<file path="src/rtl/imadec_pkg.sv">
`default_nettype none

package imadec_pkg;

   localparam int unsigned STEP_MAX = 88;

   localparam logic [1:0] CSR_OUTPUT_MODE        = 2'd0;
   localparam logic [1:0] CSR_VOLUME             = 2'd1;
   localparam logic [1:0] CSR_INITIAL_PREDICTOR  = 2'd2;
   localparam logic [1:0] CSR_INITIAL_STEP_INDEX = 2'd3;

   typedef logic [15:0] step_type;

   localparam step_type STEP_TABLE [0:STEP_MAX] = '{
      16'd7,     16'd8,     16'd9,     16'd10,    16'd11,    16'd12,    16'd13,    16'd14,
      16'd16,    16'd17,    16'd19,    16'd21,    16'd23,    16'd25,    16'd28,    16'd31,
      16'd34,    16'd37,    16'd41,    16'd45,    16'd50,    16'd55,    16'd60,    16'd66,
      16'd73,    16'd80,    16'd88,    16'd97,    16'd107,   16'd118,   16'd130,   16'd143,
      16'd157,   16'd173,   16'd190,   16'd209,   16'd230,   16'd253,   16'd279,   16'd307,
      16'd337,   16'd371,   16'd408,   16'd449,   16'd494,   16'd544,   16'd598,   16'd658,
      16'd724,   16'd796,   16'd876,   16'd963,   16'd1060,  16'd1166,  16'd1282,  16'd1411,
      16'd1552,  16'd1707,  16'd1878,  16'd2066,  16'd2272,  16'd2499,  16'd2749,  16'd3024,
      16'd3327,  16'd3660,  16'd4026,  16'd4428,  16'd4871,  16'd5358,  16'd5894,  16'd6484,
      16'd7132,  16'd7845,  16'd8630,  16'd9493,  16'd10442, 16'd11487, 16'd12635, 16'd13899,
      16'd15289, 16'd16818, 16'd18500, 16'd20350, 16'd22385, 16'd24623, 16'd27086, 16'd29794,
      16'd32767
   };

   function automatic step_type step_lookup(input logic [6:0] idx);
      step_type result;
      if (idx > 7'(STEP_MAX)) begin
         result = 16'd32767;
      end else begin
         result = STEP_TABLE[idx];
      end
      return result;
   endfunction

   function automatic logic signed [7:0] idx_adjust(input logic [2:0] mag);
      logic signed [7:0] result;
      case (mag)
         3'd4:    result = 8'sd2;
         3'd5:    result = 8'sd4;
         3'd6:    result = 8'sd6;
         3'd7:    result = 8'sd8;
         default: result = -8'sd1;
      endcase
      return result;
   endfunction

endpackage

`default_nettype wire

</file>
<file path="src/rtl/ima_adpcm_nibble_decoder_core.sv">
// IMA ADPCM 4-bit decoder, diff = ((2*m+1)*step)>>3 variant. Each transaction on req_ carries
// one byte of two codes, low nibble first; one rsp_ transaction is emitted per decoded nibble
// (only one when req_low_only is set), rsp_last marking the final one of the byte. req_restart
// reloads predictor and step index from the csr_ registers before decoding. All multiplications
// run through one shared multiplier: a nibble passes through diff product, accumulate/saturate
// and emit in 16-bit mode, with an extra volume product before emit in 8-bit mode; emit waits
// out any rsp_stall time. req_stall is high while a byte is in progress. csr_ writes are always
// taken; write them only while no byte is in progress.
`default_nettype none

module ima_adpcm_nibble_decoder_core
   import imadec_pkg::*;
(
   input  wire logic               clock,
   input  wire logic               reset,
   input  wire logic               req_valid,
   output logic                    req_stall,
   input  wire logic [7:0]         req_packed_byte,
   input  wire logic               req_low_only,
   input  wire logic               req_restart,
   output logic                    rsp_valid,
   input  wire logic               rsp_stall,
   output logic signed [15:0]      rsp_sample,
   output logic                    rsp_last,
   output logic [6:0]              rsp_step_after,
   input  wire logic               csr_valid,
   output logic                    csr_ready,
   input  wire logic [1:0]         csr_index,
   input  wire logic [15:0]        csr_data
);

   localparam logic [2:0] S_IDLE  = 3'd0;
   localparam logic [2:0] S_DIFF  = 3'd1;
   localparam logic [2:0] S_ACC   = 3'd2;
   localparam logic [2:0] S_SCALE = 3'd3;
   localparam logic [2:0] S_EMIT  = 3'd4;

   logic [2:0]          state_ff, state_in;
   logic                nib_sel_ff, nib_sel_in;
   logic [7:0]          byte_ff, byte_in;
   logic                low_only_ff, low_only_in;
   logic signed [15:0]  pred_ff, pred_in;
   logic [6:0]          step_ff, step_in;
   logic signed [25:0]  prod_ff, prod_in;

   logic                mode_ff;
   logic [7:0]          volume_ff;
   logic signed [15:0]  init_pred_ff;
   logic [6:0]          init_step_ff;

   logic                rsp_valid_ff, rsp_valid_in;
   logic signed [15:0]  rsp_sample_ff, rsp_sample_in;
   logic                rsp_last_ff, rsp_last_in;
   logic [6:0]          rsp_step_ff, rsp_step_in;

   logic [3:0]          code;
   logic signed [8:0]   mul_a;
   logic signed [16:0]  mul_b;
   logic [15:0]         diff_mag;
   logic signed [17:0]  diff_ext;
   logic signed [17:0]  pred_sum;
   logic signed [7:0]   idx_sum;
   logic                accept;
   logic                out_free;
   logic                is_last;

   assign accept    = req_valid && !req_stall;
   assign req_stall = (state_ff != S_IDLE);
   assign csr_ready = 1'b1;
   assign out_free  = !rsp_valid_ff || !rsp_stall;
   assign code      = nib_sel_ff ? byte_ff[7:4] : byte_ff[3:0];
   assign is_last   = low_only_ff || nib_sel_ff;

   // shared multiplier
   always_comb begin
      if (state_ff == S_SCALE) begin
         mul_a = {pred_ff[15], pred_ff[15:8]};
         mul_b = {9'd0, volume_ff};
      end else begin
         mul_a = {5'd0, code[2:0], 1'b1};
         mul_b = {1'b0, step_lookup(step_ff)};
      end
   end

   assign diff_mag = prod_ff[18:3];
   assign diff_ext = code[3] ? -$signed({2'b00, diff_mag}) : $signed({2'b00, diff_mag});
   assign pred_sum = {{2{pred_ff[15]}}, pred_ff} + diff_ext;
   assign idx_sum  = $signed({1'b0, step_ff}) + idx_adjust(code[2:0]);

   always_comb begin
      state_in      = state_ff;
      nib_sel_in    = nib_sel_ff;
      byte_in       = byte_ff;
      low_only_in   = low_only_ff;
      pred_in       = pred_ff;
      step_in       = step_ff;
      prod_in       = prod_ff;
      rsp_valid_in  = rsp_valid_ff && rsp_stall;
      rsp_sample_in = rsp_sample_ff;
      rsp_last_in   = rsp_last_ff;
      rsp_step_in   = rsp_step_ff;
      unique case (state_ff)
         S_IDLE: begin
            if (accept) begin
               byte_in     = req_packed_byte;
               low_only_in = req_low_only;
               nib_sel_in  = 1'b0;
               if (req_restart) begin
                  pred_in = init_pred_ff;
                  step_in = (init_step_ff > 7'(STEP_MAX)) ? 7'(STEP_MAX) : init_step_ff;
               end
               state_in = S_DIFF;
            end
         end
         S_DIFF: begin
            prod_in  = mul_a * mul_b;
            state_in = S_ACC;
         end
         S_SCALE: begin
            prod_in  = mul_a * mul_b;
            state_in = S_EMIT;
         end
         S_ACC: begin
            if (pred_sum > 18'sd32767) begin
               pred_in = 16'sh7FFF;
            end else if (pred_sum < -18'sd32768) begin
               pred_in = -16'sh8000;
            end else begin
               pred_in = pred_sum[15:0];
            end
            if (idx_sum < 8'sd0) begin
               step_in = 7'd0;
            end else if (idx_sum > 8'(STEP_MAX)) begin
               step_in = 7'(STEP_MAX);
            end else begin
               step_in = idx_sum[6:0];
            end
            state_in = mode_ff ? S_SCALE : S_EMIT;
         end
         S_EMIT: begin
            if (out_free) begin
               rsp_valid_in  = 1'b1;
               rsp_sample_in = mode_ff ? {{8{prod_ff[15]}}, prod_ff[15:8]} : pred_ff;
               rsp_last_in   = is_last;
               rsp_step_in   = step_ff;
               nib_sel_in    = 1'b1;
               state_in      = is_last ? S_IDLE : S_DIFF;
            end
         end
         default: state_in = S_IDLE;
      endcase
   end

   always_ff @(posedge clock) begin
      if (reset) begin
         state_ff     <= S_IDLE;
         rsp_valid_ff <= 1'b0;
         pred_ff      <= 16'sd0;
         step_ff      <= 7'd0;
      end else begin
         state_ff     <= state_in;
         rsp_valid_ff <= rsp_valid_in;
         pred_ff      <= pred_in;
         step_ff      <= step_in;
      end
   end

   always_ff @(posedge clock) begin
      nib_sel_ff    <= nib_sel_in;
      byte_ff       <= byte_in;
      low_only_ff   <= low_only_in;
      prod_ff       <= prod_in;
      rsp_sample_ff <= rsp_sample_in;
      rsp_last_ff   <= rsp_last_in;
      rsp_step_ff   <= rsp_step_in;
   end

   always_ff @(posedge clock) begin
      if (reset) begin
         mode_ff      <= 1'b0;
         volume_ff    <= 8'd255;
         init_pred_ff <= 16'sd0;
         init_step_ff <= 7'd0;
      end else if (csr_valid && csr_ready) begin
         unique case (csr_index)
            CSR_OUTPUT_MODE:        mode_ff      <= csr_data[0];
            CSR_VOLUME:             volume_ff    <= csr_data[7:0];
            CSR_INITIAL_PREDICTOR:  init_pred_ff <= csr_data;
            CSR_INITIAL_STEP_INDEX: init_step_ff <= csr_data[6:0];
            default: ;
         endcase
      end
   end

   assign rsp_valid      = rsp_valid_ff;
   assign rsp_sample     = rsp_sample_ff;
   assign rsp_last       = rsp_last_ff;
   assign rsp_step_after = rsp_step_ff;

   a_step_range: assert property (@(posedge clock) disable iff (reset)
      step_ff <= 7'(STEP_MAX))
      else $error("step index out of range");

   a_accept_starts: assert property (@(posedge clock) disable iff (reset)
      accept |=> state_ff == S_DIFF)
      else $error("accepted transaction did not start decoding");

   a_last_ends: assert property (@(posedge clock) disable iff (reset)
      (state_ff == S_EMIT && out_free && is_last) |=> state_ff == S_IDLE && rsp_valid_ff
      && rsp_last_ff)
      else $error("final nibble did not return to idle");

   a_first_not_last: assert property (@(posedge clock) disable iff (reset)
      (state_ff == S_EMIT && out_free && !is_last) |=> state_ff == S_DIFF && nib_sel_ff
      && !rsp_last_ff)
      else $error("low nibble emitted without moving to high nibble");

   a_narrow_sample: assert property (@(posedge clock) disable iff (reset)
      (state_ff == S_EMIT && out_free && mode_ff) |=>
      (rsp_sample_ff[15:7] == 9'h000 || rsp_sample_ff[15:7] == 9'h1FF))
      else $error("8-bit sample out of range");

endmodule

`default_nettype wire
</file>
<file path="config.mk">
export PLATFORM = sky130hd
export DESIGN_NAME = ima_adpcm_nibble_decoder_core
export DESIGN_NICKNAME = d
export VERILOG_FILES = /design/src/rtl/imadec_pkg.sv /design/src/rtl/ima_adpcm_nibble_decoder_core.sv
export SDC_FILE = /design/constraint.sdc
export NUM_CORES = 1
export LEC_CHECK = 0
export BUFFER_PORTS_ARGS = -buffer_cell sky130_fd_sc_hd__buf_2
export CAP_MARGIN = 5
export CORE_MARGIN = 8
export CORE_UTILIZATION = 50
export CTS_BUF_LIST = sky130_fd_sc_hd__clkbuf_2 sky130_fd_sc_hd__clkbuf_4 sky130_fd_sc_hd__clkbuf_8
export DETAILED_ROUTE_END_ITERATION = 6
export PLACE_DENSITY_LB_ADDON = 0.05
export SYNTH_ARGS = -nofsm -noshare
export SYNTH_HDL_FRONTEND = slang
export SYNTH_SLANG_ARGS = --single-unit
export TNS_END_PERCENT = 5
</file>
<file path="constraint.sdc">
create_clock -name clock -period 10.9 [get_ports clock]
set_input_delay 2.18 -clock clock [delete_from_list [all_inputs] [get_ports clock]]
set_output_delay 2.18 -clock clock [all_outputs]
set_load 0.1 [all_outputs]
</file>
**Word-level counts from Yosys, hierarchy flattened**

Memory sizes are Yosys's and may differ from the RTL's.
Index checks and enable logic that the tools add are counted.

- Reductions and logical operators: 22
- Magnitude comparators: 7
- $add $sub $neg: 3
- Bitwise gates (word level): 1
- Multiplexer cells: 30
- Equality and inequality tests: 14
- Multiply operators: 1

Operators with widths:

| cell | number |
|---|---|
| 2-to-1 mux 16 bit | 9 |
| 2-to-1 mux 7 bit | 5 |
| case mux 16 bit (2 select lines) | 1 |
| case mux 8 bit (4 select lines) | 1 |
| multiplier 9 x 17 -> 19 bit | 1 |
| adder 18 bit | 1 |
| > comparator 18 x 16 -> 1 bit (second input constant) | 1 |
| less-than comparator 18 x 16 -> 1 bit (second input constant) | 1 |
| 2-to-1 mux 18 bit | 1 |
| negation 16 -> 18 bit | 1 |
| equality test 3 bit (second input constant) | 5 |
| case mux 3 bit (5 select lines) | 1 |
| > comparator 7 bit (second input constant) | 2 |
| case mux 7 bit (2 select lines) | 1 |
| AND reduction 2 bit | 7 |
| 2-to-1 mux 3 bit | 3 |
| 2-to-1 mux 9 bit | 1 |
| adder 8 bit | 1 |
| >= comparator 8 bit (second input constant) | 1 |
| > comparator 8 x 7 -> 1 bit (second input constant) | 1 |
| less-than comparator 8 x 1 -> 1 bit (second input constant) | 1 |
| NOT 7 -> 8 bit | 1 |
| equality test 3 x 2 -> 1 bit (second input constant) | 2 |
| inequality test 2 bit (second input constant) | 3 |
| other kinds (15) | 26 |

- Memories kept: 1
- ROM bits: 2048
- Input port bits: 33
- Output and inout bits: 27
- Register bits: 112
- Logic and storage cells: 94

Memories:

| name | depth | width | read ports | clocked after memory_dff | wr ports | RTL line | text |
|---|---|---|---|---|---|---|---|
| (name not given) | 128 | 16 | 1 | 0 | 0 | imadec_pkg.sv:34 | `result = STEP_TABLE[idx];` |

**Logic depth before layout (Yosys ltp)**

Gate-level depths: netlist of the first run.

- Word-level depth: 8
- Depth in mapped cells: 30
- Mapped depth without buffers: 29

**Worst setup path after synthesis of the first run**

OpenSTA, ideal clock, no wires.

- Kind: register to register
- Start point: register step_ff[1]
- End point: register prod_ff[17], data pin
- Buffers on the path: 0
- Data required time: 10.643 ns
- Clock period less this slack: 6.607 ns
- Slack: 4.293 ns
- Arrival time: 6.349 ns
- Library setup time: 0.257 ns
- Stages on the path, launching flop included: 28
- Path through: dfxtp_1 -> inv_1 -> ha_1 -> nor2b_1 -> a211oi_1 -> a2111oi_0 -> a31oi_1 -> mux4_2 -> a21oi_2 -> nand2_1 -> fa_1 -> fa_1 -> inv_1 -> ha_1 -> inv_1 -> fa_1 -> inv_1 -> ha_1 -> ha_1 -> fa_1 -> a21o_1 -> a21oi_1 -> o21ai_0 -> and2_1 -> nor3_1 -> o31ai_1 -> o41a_1 -> xor2_1

- Word-level cells in the longest chain between the ends: 7
- Elaborated cells between the ends (all ways): 8
- Classes of those cells: 1 x mul; 1 x order compare; 4 x mux; 1 x bitwise; 1 x memory

Ends and longest elaborated chain:

| element | RTL line | text |
|---|---|---|
| start, declared | ima_adpcm_nibble_decoder_core.sv:43 | `logic [6:0] step_ff, step_in;` |
| start signal, assigned | ima_adpcm_nibble_decoder_core.sv:164 | `step_ff <= step_in;` |
| NOT 7 -> 8 bit (implied by the code) | imadec_pkg.sv:34 |  |
| memory read (128 x 16 bit) | n/a |  |
| 2-to-1 mux 16 bit (implied by the code) (2 in series) | imadec_pkg.sv:34 |  |
| 2-to-1 mux 16 bit (*) | imadec_pkg.sv:31 | `if (idx > 7'(STEP_MAX)) begin` |
| 2-to-1 mux 16 bit (*) | ima_adpcm_nibble_decoder_core.sv:76 | `if (state_ff == S_SCALE) begin` |
| multiplier 9 x 17 -> 19 bit (*) | ima_adpcm_nibble_decoder_core.sv:116, ima_adpcm_nibble_decoder_core.sv:120 |  |
| end signal, assigned | ima_adpcm_nibble_decoder_core.sv:172 | `prod_ff <= prod_in;` |
| end, declared | ima_adpcm_nibble_decoder_core.sv:44 | `logic signed [25:0] prod_ff, prod_in;` |

Every way passes the cells marked *; elsewhere a longest branch is shown, timed or not. The select of a mux whose other input is x is not followed.
A chain may end at the register's enable or synchronous reset.

**Final worst setup path of the first run**

- Start point: register step_ff[0]
- End point: register prod_ff[17], data pin

The elaborated chain is that of the path after synthesis.

==> results of run 1 <==
[metrics by stage]
| stage | instance area (um2) | setup WS, ns | cells | hold slack (ns) |
|---|---|---|---|---|
| after floorplan | 10800 | 4.29 | 1266 | 0.433 |
| after global placement | 11300 | 3.38 | 1547 | 0.439 |
| after detailed placement | 11300 | 3.24 | 1547 | 0.446 |
| after CTS | 11500 | 3.17 | 1563 | 0.461 |
| after global routing | 11500 | 2.66 | 1563 | 0.480 |
| final | 11500 | 3.17 | 1563 | 0.462 |
[kinds of logic (layout without fill, tap and decap cells)]
group,Yosys count,in the layout
adders and majority gates,161,161
and+or+nand+nor,386,386
muxes,31,31
AOI/OAI and AO/OA,327,327
xor gates and xnor gates,54,54
other,2,18
DFF,109,109
buffers and inverters,180,202
[layout by cell type (no fill, tap or decap), types with 5 or more instances in the layout]
master / n
mux2_2: 9
a21oi_1: 98
o21ai_1: 14
mux2i_1: 18
nor2_1: 92
nor3_1: 28
and3_1: 15
ha_1: 75
inv_1: 112
fa_1: 86
or3_1: 6
edfxtp_1: 50
o22ai_1: 5
xor2_1: 25
a31oi_1: 11
a211o_1: 5
clkbuf_8: 9
xnor2_1: 29
dfxtp_1: 57
nand3b_1: 9
o211ai_1: 7
nand2_1: 150
a21o_1: 13
o21a_1: 8
buf_2: 58
nand2b_1: 19
o21ai_0: 77
conb_1: 18
or2_2: 12
nand3_1: 19
nor2b_1: 11
a211oi_1: 22
and2_1: 13
buf_4: 13
[routing by layer]
metal | vias up | wire [um] | global-route usage (%)
met2 | 282 | 13900 | 37.9
met1 | 4394 | 13600 | 30.2
met4 | 0 | 761 | 7.55
li1 | 4364 | - | -
met5 | - | 0 | 0
met3 | 50 | 1370 | 2.38
[state kept, by name, indices dropped and copies added, names as in the netlist, 3 cells and up]
signal / flops
state_ff: 3
prod_ff: 16
step_ff: 7
byte_ff: 8
volume_ff: 8
rsp_sample: 16
init_step_ff: 7
pred_ff: 16
init_pred_ff: 16
rsp_step_after: 7
[critical path: stages (launching register included)]
cell      delay, ns
dfxtp_1        0.84
inv_1          0.29
ha_1           0.41
a211oi_1       0.34
nor2_1         0.07
nor2_1         0.35
nor2_1         0.21
a21oi_1        0.55
o21ai_0        0.26
fa_1           0.55
inv_1          0.06
fa_1           0.46
ha_1           0.33
fa_1           0.48
ha_1           0.35
fa_1           0.46
a21o_1         0.19
a21oi_1        0.20
o21ai_0        0.10
and2_1         0.17
nor3_1         0.20
o31ai_1        0.14
o41a_1         0.34
xor2_1         0.15
[power by group]
part | total (mW) | internal, mW | switching [mW]
clock network | 0.268 | 0.114 | 0.154
registers | 0.528 | 0.487 | 0.0404
logic | 0.777 | 0.311 | 0.466
[worst max-delay path by stage]
stage,cells after the start,to
after floorplan,27,prod_ff[17]$_DFFE_PP_
after global placement,23,prod_ff[17]$_DFFE_PP_
after detailed placement,23,prod_ff[17]$_DFFE_PP_
after CTS,23,prod_ff[17]$_DFFE_PP_
after global routing,26,prod_ff[17]$_DFFE_PP_
final,23,prod_ff[17]$_DFFE_PP_
[area by class of cell]
class,count,area [um2]
flip-flops and latches,109,2690
fillers,1994,9580
clock inverters,6,82.6
clock buffers,10,131
multi-input cells,977,7440
repair buffers,71,388
well taps,275,344
inverters,115,432
==> key figures, run 1 <==
Placed design
  – RePlAce Congestion: 0.940
  – Post-DP HPWL: 23000 um
  – Port bufs: 58

STA
  – Fin. max-slew vios: 0
  – Fmax: 129 MHz
  – Max-slew headroom at the worst pin: 23.9%
  – # setup viols final: 0
  – Minimum clock period: 7.73 ns
  – Setup TNS Final: 0 ns
  – Worst slew pin tran: 1.14 ns
  – Period utilisation layout: 70.9%
  – Clk_skew: 0.0168 ns
  – Final hold viol count: 0
  – RSZ-0062 raised after global routing: false

CTS
  – Post-CTS Resized: 0
  – Clk buf depth: 2
  – Clock Latency Late Sink: 0.39 ns
  – Post-CTS Setup Bufs: 0
  – CTS Buf Count: 9
  – CTS tree: built
  – Cts hold-fix bufs: 0
  – CTS H-tree depth: 3
  – Clk sink count: 109
  – CTS clk-pin slew, worst paths: 0.11 ns
  – Root buffer cell: clkbuf_8

Yosys
  – Netlist cell types: 79
  – Main combinational cell family by area after synthesis: adder cells
  – Number of storage elements in the synthesis netlist: 109
  – Post-synth EDFFs: 50
  – Async SR Flop Fraction: 0%
  – Synth area leaders: fa_1, edfxtp_1, dfxtp_1
  – Top post-synthesis cells by count: nand2_1, inv_1, a21oi_1
  – Syn Inst Count: 1250
  – Most numerous cell in the Yosys netlist: nand2_1
  – Netlist Area Pre-Place: 10800 um2
  – Register area share after synthesis: 24.9%
  – Mux contribution to synthesized area: 3.37%
  – Syn. warnings: 0
  – Avg Cell Area, Syn: 8.62 um2
  – Cell taking the most area after synthesis: fa_1
  – Top FF cell, synth: dfxtp_1
  – Simple-gate share of the synthesized area: 16.7%
  – Share of the synthesized area in the top cell type: 16.0%
  – Xor/xnor share of the synthesized area: 4.39%
  – Compound-cell area share of the yosys netlist: 19.3%
  – Post-synthesis adder-cell area fraction: 24.7%

Floorplan
  – Die Area: 26500 um2
  – Starting Density: 51.1%
  – Core area: 21100 um2
  – Rows: 53
  – Die height: 163 um
  – I/O pin count: 60
  – Die width: 163 um

Job
  – MaxCap Viol Count: 0

Hold path
  – Hold EP: init_pred_ff[3]$_SDFFE_PP0P_
  – Hold Crit Depth: 2
  – Hold Crit Class: reg -> reg
  – Hold Startpoint: init_pred_ff[3]$_SDFFE_PP0P_

Setup path
  – Crit end category: flip-flop
  – Worst Setup Start Kind: flip-flop
  – Arrival time worst endpoint: 7.89 ns
  – Worst r2r src: step_ff[0]$_SDFFE_PP0P_
  – CP max FO: 20
  – Worst R2R Path Depth: 23
  – CP required: 11.06 ns
  – R2r setup slk: 3.17 ns
  – Worst setup startpoint: step_ff[0]$_SDFFE_PP0P_
  – CP Class: reg -> reg
  – Worst R2R End: prod_ff[17]$_DFFE_PP_

Cells and area
  – Core Util, Final: 54.6%
  – ANT cells: 0
  – Layout cells sized above 1: 10.6%
  – Area grow syn2layout: 6.79%
  – NumNets Final: 1477

Run status
  – Status: finished, final reports clean

GRT
  – Number of global-route vias before repair: 8854
  – Initial antenna violation count: 0
  – Gr usage total: 22.7%
  – GRT overflow: 0
  – Maximum number of pins on one net before global-route repair: 69
  – First-pass GRT wire length: 47800 um

Drt
  – DRT iter0 DRCs: 661
  – Pre-antenna DRT Iters: 5
  – Drt wl/cell: 19.0 um
  – Remaining DRCs: 0
  – Vias per cell: 5.82
  – Final antenna-violating net count: 0
  – Via count: 9090
  – Total Wirelength: 29700 um

Power and ir drop
  – PwrDens: 137 nW/um2
  – Total chip power: 1.57 mW
  – LEAKAGE: 4.99 nW
  – Worst vdd rail ir drop: 0.0910 mV
(Power assumes the default switching activity.)
==> run 2, diff against run 1 <==
==> constraint.sdc (replaced) <==
create_clock -name clock -period 6.6 [get_ports clock]
set_input_delay 1.32 -clock clock [delete_from_list [all_inputs] [get_ports clock]]
set_output_delay 1.32 -clock clock [all_outputs]
set_load 0.1 [all_outputs]
==> run 2 against run 1 <==
Compared with the run above:
- combinational power rose by 87%
- worst hold slack got worse by 0.0032 ns
- count of clock-buffer cells in the layout did not move
- clock skew rose by 0.011 ns
- register-to-register slack got worse by 3.0 ns
- total power rose by 73%
- worst setup slack got worse by 3.0 ns
- final cell count rose by 5.5%
- die area did not move
- sequential share of layout area fell by 1.7 points
- critical path depth rose by 6
- critical path type unchanged
- critical endpoint unchanged
==> key figures, run 2 (synthesis gave the netlist of run 1 again) <==
Placed design
  – Placed instance count: 1625 (+5.0%)
  – Port bufs: 58 (unchanged)
  – Post-placement worst setup slack: -0.0953 ns (-3.34 ns)
  – RePlAce Congestion: 0.947 (+0.69%)
  – Post-DP HPWL: 25000 um (+8.4%)

STA
  – Max-slew headroom at the worst pin: 30.0% (+6.1 points)
  – Fmax: 156 MHz (+21%)
  – Setup WS post-layout: 0.188 ns (-2.98 ns)
  – Worst slew pin tran: 1.05 ns (-0.0950 ns)
  – Fin. max-slew vios: 0 (unchanged)
  – Clk_skew: 0.0275 ns (+0.0107 ns)
  – # setup viols final: 0 (unchanged)
  – Final hold viol count: 0 (unchanged)
  – Period utilisation layout: 97.1% (+26 points)
  – Minimum clock period: 6.41 ns (-1.32 ns)

Floorplan
  – Die Area: 26500 um2 (unchanged)
  – Rows: 53 (unchanged)
  – Starting Density: 51.1% (unchanged)
  – Die height: 163 um (unchanged)
  – I/O pin count: 60 (unchanged)
  – Die width: 163 um (unchanged)
  – Core area: 21100 um2 (unchanged)

Setup path
  – Critical Path Slowest Stage Cell: fa_2
  – CP required: 6.73 ns (-4.33 ns)
  – CP max FO: 5 (-75%)
  – Worst Setup Start Kind: flip-flop
  – Crit end category: flip-flop
  – Arrival time worst endpoint: 6.54 ns (-1.35 ns)
  – WP buf/inv: 7 (+5)
  – CP delay by family, top: adder cells
  – CP Class: reg -> reg
  – Worst path max stage delay: 0.55 ns (-0.29 ns)

Power and ir drop
  – Gate power share: 53.4% (+4.0 points)
  – LEAKAGE: 5.46 nW (+9.3%)
  – Clk pwr share: 14.7% (-2.3 points)
  – PwrDens: 218 nW/um2 (+59%)
  – Worst vdd rail ir drop: 0.124 mV (+36%)
  – Sw power: 1.13 mW (+71%)
  – Sequential share of power: 31.9% (-1.7 points)
  – Sw Ratio: 41.6% (-0.37 points)
  – Int Power: 1.59 mW (+74%)

GRT
  – GRT overflow: 0 (unchanged)
  – Number of global-route vias before repair: 9511 (+7.4%)
  – Initial antenna violation count: 0 (unchanged)
  – First-pass GRT wire length: 50800 um (+6.3%)
  – Gr usage total: 24.3% (+1.6 points)
  – Maximum number of pins on one net before global-route repair: 48 (-30%)

Cells and area
  – ANT cells: 0 (unchanged)
  – Commonest non-fill, non-tap cells in the layout: nand2_1, inv_1, buf_4
  – Fin cells: 1649 (+5.5%)
  – NumNets Final: 1563 (+5.8%)
  – Area grow syn2layout: 15.7%
  – Layout cells sized above 1: 20.0% (+9.5 points)
  – Commonest non-fill, non-tap cell in the layout: nand2_1

Job
  – MaxCap Viol Count: 0 (unchanged)

CTS
  – Clock Latency Late Sink: 0.40 ns (about the same)
  – CTS Buf Count: 9 (unchanged)
  – CTS tree: built
  – Clk buf depth: 2 (unchanged)
  – CTS clk-pin slew, worst paths: 0.12 ns (about the same)
  – Clk sink count: 109 (unchanged)
  – Root buffer cell: clkbuf_8
  – CTS H-tree depth: 3 (unchanged)

Hold path
  – Hold Crit Class: reg -> reg

Drt
  – Final antenna-violating net count: 0 (unchanged)
  – Total Wirelength: 31800 um (+7.1%)
  – Remaining DRCs: 0 (unchanged)
  – Drt wl/cell: 19.3 um (+1.5%)
  – Via count: 9434 (+3.8%)
  – DRT iter0 DRCs: 657 (-0.61%)
  – Vias per cell: 5.72 (-1.6%)
  – Pre-antenna DRT Iters: 5 (unchanged)

Run status
  – Status: finished, final reports clean
## run 2: power by group through the flow
stage / Combinational [mW] / Sequential (mW) / Clock [mW]
floorplan: 0.956 / 0.878 / 0
global placement: 1.35 / 0.880 / 0
detailed placement: 1.35 / 0.882 / 0
CTS: 1.36 / 0.867 / 0.405
global route: 1.64 / 0.875 / 0.430
finish: 1.45 / 0.868 / 0.399
## run 2: layer usage
layer | vias to the layer above | share of wire (%) | global-route usage, %
met1 | 4567 | 43 | 31.3
met2 | 274 | 48 | 41.0
li1 | 4537 | - | -
met5 | - | 0 | 0
met4 | 0 | 3.2 | 9.01
met3 | 56 | 5.3 | 3.03
## run 2: layout make-up
class / count / area, um2
Clock buffer: 10 / 131
Fill cell: 1979 / 8620
Tap cell: 275 / 344
Timing Repair Buffer: 157 / 1100
Clock inverter: 6 / 57.6
Sequential cell: 109 / 2700
Inverter: 115 / 443
Multi-Input combinational cell: 977 / 7700
## run 2: path summary, 6_finish.rpt
path,start,end,cells past startpoint,slack (ns)
worst max register to register,step_ff[0]$_SDFFE_PP0P_,prod_ff[17]$_DFFE_PP_,29,0.19
worst max-delay path,step_ff[0]$_SDFFE_PP0P_,prod_ff[17]$_DFFE_PP_,29,0.19
worst min-delay path,init_pred_ff[3]$_SDFFE_PP0P_,init_pred_ff[3]$_SDFFE_PP0P_,2,0.46
worst min register to register,init_pred_ff[3]$_SDFFE_PP0P_,init_pred_ff[3]$_SDFFE_PP0P_,2,0.46
## run 2: what timing repair did
action                     CTS  global route
resized for setup            9            70
setup endpoints to repair    2             6
hold endpoints to repair     0             0
pin swaps                    2            32
setup buffers                0             7
gates cloned                 0             1
hold buffers                 0             0
## run 2: worst reg2reg max path: cells and delay by family (launching register included)
kind | cells | cell delay [ns]
compound gates | 10 | 1.79
xor+xnor | 1 | 0.16
fa+ha+maj | 7 | 2.72
buf+inv | 7 | 0.63
flops | 1 | 0.39
simple gates | 4 | 0.47
## run 2: metrics by stage
step | instance area [um2] | hold WS (ns) | total power, mW | setup TNS [ns] | utilization (%)
5_1_grt | 12500 | 0.484 | 2.95 | -0.0405 | 59.1
4_1_cts | 12100 | 0.461 | 2.64 | 0 | 57.5
2_1_floorplan | 10800 | 0.433 | 1.83 | 0 | -
6_report | 12500 | 0.459 | 2.72 | 0 | 59.1
3_5_place_dp | 11900 | 0.445 | 2.23 | -0.0953 | 56.5
3_3_place_gp | 11900 | 0.441 | 2.23 | -0.0247 | 56.5
